## src/ins_pkg.sv

```systemverilog
// ----------------------------------------------------------------------------
// ins_pkg
// Shared item types and constants for the insertion sorter.
// ----------------------------------------------------------------------------
`default_nettype none

package ins_pkg;

  localparam int unsigned VALUE_W = 32;
  localparam int unsigned QDEPTH  = 2;
  localparam int unsigned QPW     = $clog2(QDEPTH);
  localparam int unsigned QCW     = $clog2(QDEPTH + 1);

  typedef struct packed {
    logic signed [VALUE_W-1:0] value;
    logic                      last;
  } in_item_t;

  typedef struct packed {
    logic signed [VALUE_W-1:0] sorted_value;
    logic                      final_res;
    logic                      overflow;
  } out_item_t;

  // head of the front queue as seen by the back end
  typedef struct packed {
    logic     valid;
    in_item_t item;
  } q_head_t;

  typedef enum logic [1:0] {
    ST_INSERT = 2'b01,
    ST_DRAIN  = 2'b10
  } back_state_t;

endpackage

`default_nettype wire

```

## src/ins_front.sv

```systemverilog
// ----------------------------------------------------------------------------
// ins_front
// Input queue: accepts items and hands them to the back end in order.
// ----------------------------------------------------------------------------
`default_nettype none

module ins_front import ins_pkg::*; (
  input  logic     clk,
  input  logic     rst,
  input  logic     push,
  output logic     full,
  input  in_item_t data,
  output q_head_t  head,
  input  logic     take
);

  in_item_t           slots [QDEPTH];
  logic [QPW-1:0]     wr_ptr;
  logic [QPW-1:0]     rd_ptr;
  logic [QCW-1:0]     count;
  logic [QCW-1:0]     count_next;
  logic               do_push;
  logic               do_take;

  assign full    = (count == QCW'(QDEPTH));
  assign do_push = push && !full;
  assign do_take = take && (count != '0);

  assign head.valid = (count != '0);
  assign head.item  = slots[rd_ptr];

  always_comb begin
    case ({do_push, do_take})
      2'b10:   count_next = count + 1'b1;
      2'b01:   count_next = count - 1'b1;
      default: count_next = count;
    endcase
  end

  always_ff @(posedge clk) begin
    if (rst) begin
      wr_ptr <= '0;
      rd_ptr <= '0;
      count  <= '0;
    end else begin
      if (do_push) wr_ptr <= wr_ptr + 1'b1;
      if (do_take) rd_ptr <= rd_ptr + 1'b1;
      count <= count_next;
    end
  end

  always_ff @(posedge clk) begin
    if (do_push) slots[wr_ptr] <= data;
  end

endmodule

`default_nettype wire

```

## src/ins_back.sv

```systemverilog
// ----------------------------------------------------------------------------
// ins_back
// Insertion cell chain with shift-out drain and a result register.
// ----------------------------------------------------------------------------
`default_nettype none

module ins_back import ins_pkg::*; #(
  parameter int unsigned DEPTH = 32
) (
  input  logic      clk,
  input  logic      rst,
  input  q_head_t   head,
  output logic      take,
  output logic      empty,
  input  logic      pop,
  output out_item_t result
);

  localparam int unsigned CW = $clog2(DEPTH + 1);

  logic signed [VALUE_W-1:0] store [DEPTH];
  logic [DEPTH-1:0]          ins;
  logic [CW-1:0]             fill;
  logic                      dropped;
  logic                      has_room;
  logic                      do_insert;
  logic                      do_emit;
  logic                      out_valid;
  back_state_t               state;

  assign take      = (state == ST_INSERT) && head.valid;
  assign has_room  = (fill != CW'(DEPTH));
  assign do_insert = take && has_room;
  assign do_emit   = (state == ST_DRAIN) && (!out_valid || pop);
  assign empty     = !out_valid;

  // per cell: the new value lands here or pushes this entry up
  for (genvar i = 0; i < DEPTH; i++) begin : g_cell
    localparam logic [CW-1:0] IDX = CW'(i);

    assign ins[i] = (IDX >= fill) || (head.item.value < store[i]);

    always_ff @(posedge clk) begin
      if (do_insert && ins[i]) begin
        if (i > 0 && ins[(i > 0) ? i - 1 : 0]) store[i] <= store[(i > 0) ? i - 1 : 0];
        else store[i] <= head.item.value;
      end else if (do_emit) begin
        if (i < DEPTH - 1) store[i] <= store[(i < DEPTH - 1) ? i + 1 : i];
      end
    end
  end

  always_ff @(posedge clk) begin
    if (rst) begin
      state     <= ST_INSERT;
      fill      <= '0;
      dropped   <= 1'b0;
      out_valid <= 1'b0;
    end else begin
      unique case (state)
        ST_INSERT: begin
          if (take) begin
            if (has_room) fill <= fill + 1'b1;
            else dropped <= 1'b1;
            if (head.item.last) state <= ST_DRAIN;
          end
          if (pop) out_valid <= 1'b0;
        end
        ST_DRAIN: begin
          if (do_emit) begin
            out_valid <= 1'b1;
            fill      <= fill - 1'b1;
            if (fill == CW'(1)) begin
              dropped <= 1'b0;
              state   <= ST_INSERT;
            end
          end
        end
        default: state <= ST_INSERT;
      endcase
    end
  end

  always_ff @(posedge clk) begin
    if (do_emit) begin
      result.sorted_value <= store[0];
      result.final_res    <= (fill == CW'(1));
      result.overflow     <= dropped;
    end
  end

endmodule

`default_nettype wire

```

## src/insertion_sorter.sv

```systemverilog
// ----------------------------------------------------------------------------
// insertion_sorter
// Streaming insertion sorter for signed 32-bit arrays.
// ----------------------------------------------------------------------------
// Items carry one signed value each; an item with last set closes an array.
// A two-entry input queue takes items while the sorter is busy. The back end
// is a chain of DEPTH insertion cells: each queued item is inserted as the
// queue hands it over (every cell compares in parallel and either keeps,
// shifts up, or captures the new value). Equal values land after the ones
// already held, keeping arrival order. After the last value the chain
// shifts out toward cell 0, one result per cycle while pop keeps up, with
// one result for each value held; no insertion happens during that drain,
// though the input queue still fills. Values past DEPTH are dropped and
// every result of that array has overflow set. final_res marks the last
// result of an array. No clearing is needed after reset.
`default_nettype none

module insertion_sorter import ins_pkg::*; #(
  parameter int unsigned DEPTH = 32
) (
  input  logic      clk,
  input  logic      rst,
  // input side
  input  logic      push,
  output logic      full,
  input  in_item_t  data,
  // result side
  output logic      empty,
  input  logic      pop,
  output out_item_t result
);

  q_head_t head;
  logic    take;

  // front: input queue
  ins_front u_front (
    .clk  (clk),
    .rst  (rst),
    .push (push),
    .full (full),
    .data (data),
    .head (head),
    .take (take)
  );

  // back: insertion cells, drain and result register
  ins_back #(
    .DEPTH (DEPTH)
  ) u_back (
    .clk    (clk),
    .rst    (rst),
    .head   (head),
    .take   (take),
    .empty  (empty),
    .pop    (pop),
    .result (result)
  );

endmodule

`default_nettype wire

```

## config.mk

```make
export PLATFORM = sky130hd
export DESIGN_NAME = insertion_sorter
export DESIGN_NICKNAME = d
export VERILOG_FILES = /design/src/ins_pkg.sv /design/src/ins_front.sv /design/src/ins_back.sv /design/src/insertion_sorter.sv
export SDC_FILE = /design/constraint.sdc
export NUM_CORES = 2
export LEC_CHECK = 0
export BUFFER_PORTS_ARGS = -buffer_cell sky130_fd_sc_hd__buf_2
export CAP_MARGIN = 20
export CORE_MARGIN = 5
export CORE_UTILIZATION = 60
export CTS_BUF_LIST = sky130_fd_sc_hd__clkbuf_8
export CTS_CLUSTER_SIZE = 25
export DETAILED_ROUTE_END_ITERATION = 16
export PLACE_DENSITY = 0.77
export SKIP_LAST_GASP = 1
export SLEW_MARGIN = 10
export SYNTH_ARGS = -nofsm -noshare
export SYNTH_HDL_FRONTEND = slang
export SYNTH_SLANG_ARGS = --single-unit
```

## constraint.sdc

```tcl
create_clock -name clk -period 6.1 [get_ports clk]
set_input_delay 0.305 -clock clk [delete_from_list [all_inputs] [get_ports clk]]
set_output_delay 0.305 -clock clk [all_outputs]
set_load 0.005 [all_outputs]
```

=== Word-level counts from Yosys, hierarchy flattened ===
Memory sizes are Yosys's and may differ from the RTL's. A register that Yosys moved wholly into a read port is not among the register bits.
Cells that the tools add are included.
Widths: inputs -> output; s select.

* $add $sub $neg: 6
* Multiply operators: 0
* Divide/modulo/power cells: 0
* Order comparisons: 64
* Equal/unequal tests: 14
* Shift operators: 0
* Muxes and demuxes: 335
* Bitwise logic cells: 62
* Reduce and logical (&&, ||, !) cells: 79

{| class="wikitable"
|+ Operators by type and width
! kind !! count
|-
| $mux 32 || 62
|-
| $lt 32x32->1 || 32
|-
| $mux 1 || 261
|-
| $ge 5x6->1 const A || 16
|-
| $or 1x1->1 || 62
|-
| $ge 4x6->1 const A || 8
|-
| $logic_and 1x1->1 || 37
|-
| $logic_or 1x1->1 || 33
|-
| $ge 3x6->1 const A || 4
|-
| $mux 6 || 3
|-
| $ge 1x6->1 const A || 2
|-
| $ge 2x6->1 const A || 2
|-
| $pmux 6 s2 || 1
|-
| $mux 2 || 4
|-
| $ne 2x2->1 const B || 4
|-
| $pmux 2 s2 || 2
|-
| $reduce_and 4->1 || 2
|-
| $add 6x1->6 const B || 1
|-
| $eq 2x2->1 const B || 3
|-
| $eq 6x1->1 const B || 1
|-
| $ne 2x1->1 const B || 3
|-
| $ne 6x6->1 const B || 1
|-
| $reduce_bool 2->1 || 3
|-
| $sub 6x1->6 const B || 1
|-
| other kinds (8) || 12
|}

* Register bits after elaboration: 48
* Latch bits: 0
* Bits in writable memories: 1090
* Memory bits (read-only): 0
* Input port bits: 37
* Output and inout bits: 36
* Memories: 2

{| class="wikitable"
|+ Memories
! memory !! words !! bits a word !! rd ports !! clocked after memory_dff !! write ports !! RTL line !! RTL
|-
| u_back.store || 32 || 32 || 32 || 0 || 32 || ins_back.sv:21 || <nowiki>logic signed [VALUE_W-1:0] store [DEPTH];</nowiki>
|-
| u_front.slots || 2 || 33 || 1 || 1 || 1 || ins_front.sv:17 || <nowiki>in_item_t slots [QDEPTH];</nowiki>
|}

=== Logic depth before layout (Yosys ltp) ===
* Depth after elaboration: 8
* Mapped depth: 16

=== Modules after synthesis ===
Synthesis repeated with hierarchy kept, for this count alone.

* Cell total of the unflattened synthesis: 7617
* Area, all modules: 78208.8 um^2

{| class="wikitable"
|+ By module, submodules not included
! module !! times used !! cells an instance !! area each (um^2) !! seq. area each (um^2)
|-
| ins_back || 1 || 7488 || 75610.0 || 31970.7
|-
| ins_front || 1 || 129 || 2598.7 || 2082.0
|}

=== Worst setup path after synthesis ===
No wires, ideal clock.

* Path kind: register -> register
* From: register (tool-made name)
* To: memory u_back.store[22][0] (netlist: u_back.store[1][192]) (enable)
* Arrival time: 5.900 ns
* Path slack: -0.265 ns
* Stages on the path, launching flop included: 13
* Path buffers: 3
* Cells stage by stage: dfxtp_1 -> buf_6 -> buf_2 -> mux2i_1 -> inv_1 -> ha_1 -> and4_1 -> a221oi_1 -> nor2_1 -> a211oi_2 -> mux2_2 -> buf_2 -> o21ai_0

{| class="wikitable"
|+ RTL lines
! item !! RTL line
|-
| to (decl) || ins_back.sv:21
|}

==> metrics.txt <==
Crit Path Class=reg2reg; core area=128000 sq um; dominant cells by area after synthesis=edfxtp_1 (44%), ha_1 (16%), o221ai_1 (8.8%), inv_1 (5.4%), nand2_1 (5.3%); #FFs+latches synth=1139; run status=finished clean; RSZ-0062 raised after global routing=no; cell-by-cell trace of the critical path=buf_12 > mux2i_4 > inv_2 > buf_4 > ha_1 > nor2_1 > a2111oi_0 > o211ai_1 > a2111oi_1 > o21ai_0 > and2_1 > o21ai_4 > buf_4 > o221ai_1; Syn Area/Cell=10.1 sq um; drt via density=7.11; DR iter-0 viols=10923; most common cell in the netlist=edfxtp_1; count of flip-flops with a built-in enable after synthesis=1124; hpwl dp=190000 um; final count of negative-setup-slack endpoints=0; kind of end point of the critical path=flip-flop; Longest Clk Path Bufs=3; antenna violations before repair=8; gr usage total=38.5%; Worst Clk Skew=0.0571 ns; cell mode on critical path=buf_4; Die X=369 um; FMAX=0.182 GHz; Multi-input gate area=37700 sq um; post-synthesis cell area=77300 sq um; Clock transition at path regs=0.06 ns; clk sinks=1139; Finished Layout Cells=9586; CTS tree=yes; Crit-path slowest cell=dfxtp_4; PD cells=585 nW/um^2; Nets=8788; post-route minimum period=5.50 ns; Hold Path End=u_front.slots[1][20]$_DFFE_PP_; worst r2r dst=u_back.store[1][73]$_DFFE_PP_; H-tree Lvls=4; first-pass GRT wire length=399000 um; Critical Path RT=6.78 ns; CTS root buffer=clkbuf_8; final routed DRC violation total=0; R2R depth=14; Post-DRT Antenna Nets=0; Max Slew Vio Count=0; Worst-Skew Late Latency=0.97 ns; hold path start=data[20]; leakage=34.2 nW; Top Ports=73; Yosys Warn Count=0; flop-to-flop setup slack=0.60 ns; Critical Path Fanout Max=24; CP startpoint kind=flip-flop; number of global-route vias before repair=64829; placed instance count=9179; final cycle utilization of the critical path=90.1%; Num CTS Buffers=196; fill cell count=9856; syn nets=8720; Total Wirelength=271000 um; drt wl/cell=28.2 um; Vias=68191; Worst Path Buf+Inv=4; share of post-route cells with drive strength above 1=9.47%; Worst VDD drop=0.411 mV; Primary FF master, synth=edfxtp_1; port bufs=72; family with the most delay on the worst path=compound AO/OA/AOI/OAI gates; register area=34100 sq um; FP Rows=131; asr flop ratio synth=0%; Worst slew margin=21.8%; Worst Hold Depth=2; CP max stage delay=0.70 ns; area share of the largest cell type after synthesis=43.7%; initial core utilization=60.5%; setup tns final=0 ns; DR pass1 iterations=9; Yosys top cell by area=edfxtp_1; hold crit path type=in2reg; synth cell count leaders=edfxtp_1 (1124), inv_1 (1102), nand2_1 (1095), ha_1 (997), o221ai_1 (779); Pwr Total=0.0494 W; Yosys cell types=87; post-cts resize count=0; largest net degree at the start of global routing=191; Syn Inst Count=7686; Die Y=369 um; Placer Congestion=0.989; total grt overflow=0; Worst Path Arrival=6.17 ns; register area share after synthesis=44.1%; Worst-Margin Slew=1.17 ns; endpoints failing hold=0; Die ar.=136000 sq um; Area Overhead vs Synth=9.16%; max cap viols=0
==> routing by layer <==
| metal | part of all wire, % | global-route usage (%) | vias to the layer above |
|---|---|---|---|
| met5 | 0.022 | 0 | - |
| met4 | 6.7 | 21.6 | 8 |
| met1 | 37 | 52.0 | 32266 |
| met3 | 15 | 11.0 | 997 |
| met2 | 41 | 55.6 | 5572 |
| li1 | - | - | 29348 |
==> power by group <==
group	total [W]	leakage (nW)	switching [W]	internal [W]
Sequential	0.0177	10.7	0.00282	0.0148
Combinational	0.0248	21.4	0.0162	0.00854
Clock	0.00696	2.09	0.00352	0.00343
==> cells in the final DEF (no fill, tap or decap), types with 24 or more instances in the layout <==
cell | netlist | layout
mux2i_4 | 0 | 32
buf_4 | 9 | 194
o31ai_1 | 34 | 33
buf_2 | 95 | 72
clkinv_2 | 0 | 42
nand4_1 | 149 | 149
nor2_1 | 275 | 273
a211oi_1 | 72 | 72
mux2i_1 | 66 | 34
a31oi_1 | 31 | 31
a21o_1 | 84 | 84
o221ai_2 | 57 | 57
and4_1 | 24 | 24
o221ai_1 | 779 | 779
o21a_1 | 39 | 39
o2111ai_1 | 33 | 33
nand3_1 | 97 | 97
inv_1 | 1102 | 1116
clkbuf_8 | 0 | 198
inv_2 | 0 | 31
dlygate4sd3_1 | 0 | 36
ha_1 | 997 | 997
a21oi_1 | 438 | 437
o21ai_0 | 130 | 124
o211ai_1 | 94 | 94
nand2_1 | 1095 | 1095
a221o_1 | 68 | 68
clkinv_1 | 0 | 51
edfxtp_1 | 1124 | 1124
nor3_1 | 49 | 48
o22ai_1 | 46 | 46
==> state kept, by name, summed over array words and instances (netlist names), named ones only <==
| register | cells |
|---|---|
| u_back.store | 1024 |
| u_front.slots | 66 |
| u_back.result | 34 |
| u_back.fill | 6 |
| u_back.state | 2 |
| u_front.count | 2 |
| u_back.dropped | 1 |
| u_back.out_valid | 1 |
| u_front.rd_ptr | 1 |
| u_front.wr_ptr | 1 |
==> how the worst max path moves through the flow <==
| stage | start | cells after the start | end | slack [ns] |
|---|---|---|---|---|
| floorplan | flip-flop | 12 | u_back.store[1][160]$_DFFE_PP_ | 0.08 |
| global placement | flip-flop | 13 | u_back.store[0][394]$_DFFE_PP_ | 0.71 |
| detailed placement | flip-flop | 13 | u_back.store[0][393]$_DFFE_PP_ | 0.64 |
| CTS | flip-flop | 13 | u_back.store[0][403]$_DFFE_PP_ | 0.62 |
| global route | flip-flop | 14 | u_back.store[1][73]$_DFFE_PP_ | 0.41 |
| finish | flip-flop | 14 | u_back.store[1][73]$_DFFE_PP_ | 0.60 |
==> worst register-to-register path: stages, from the launching register on <==
cell and delay (ns):
dfxtp_4 0.70, buf_12 0.33, mux2i_4 0.11, inv_2 0.48
buf_4 0.52, ha_1 0.32, nor2_1 0.05, a2111oi_0 0.40
o211ai_1 0.22, a2111oi_1 0.65, o21ai_0 0.22, and2_1 0.22
o21ai_4 0.36, buf_4 0.44, o221ai_1 0.22
==> final cells by class <==
type	count	area share, %
Clock inverter	164	1.19
Clock buffer	198	3.23
Timing Repair Buffer	325	3.13
Sequential cell	1139	40.4
Tap cell	1662	2.46
Antenna cell	6	0.0178
Multi-Input combinational cell	4990	44.7
Inverter	1102	4.91
==> logic make-up after synthesis <==
group / share of synthesized area, %
and+or+nand+nor: 10.3
xor gates and xnor gates: 0.113
muxes: 0.918
buffers and inverters: 7.89
adders and majority gates: 16.1
DFF: 44.1
AOI/OAI and AO/OA: 20.5
==> through the flow <==
stage / hold slack (ns) / worst slack (ns) / utilization (%) / cell area (sq um)
after floorplan: 0.374 / 0.0831 / - / 77300
after detailed placement: 0.435 / 0.643 / 62.7 / 80200
final: 0.0809 / 0.605 / 66.0 / 84400
after global routing: 0.0653 / 0.411 / 66.0 / 84400
after CTS: 0.0337 / 0.617 / 65.9 / 84300
after global placement: 0.439 / 0.706 / 62.7 / 80200
==> what timing repair did <==
| item | 4_1_cts | 5_1_grt |
|---|---|---|
| setup buffers | 0 | 0 |
| hold buffers | 36 | 0 |
| endpoints found under the hold margin | 81 | 0 |
| setup endpoints to repair | 0 | 0 |
Note: power is estimated with default switching activity, not from simulation.
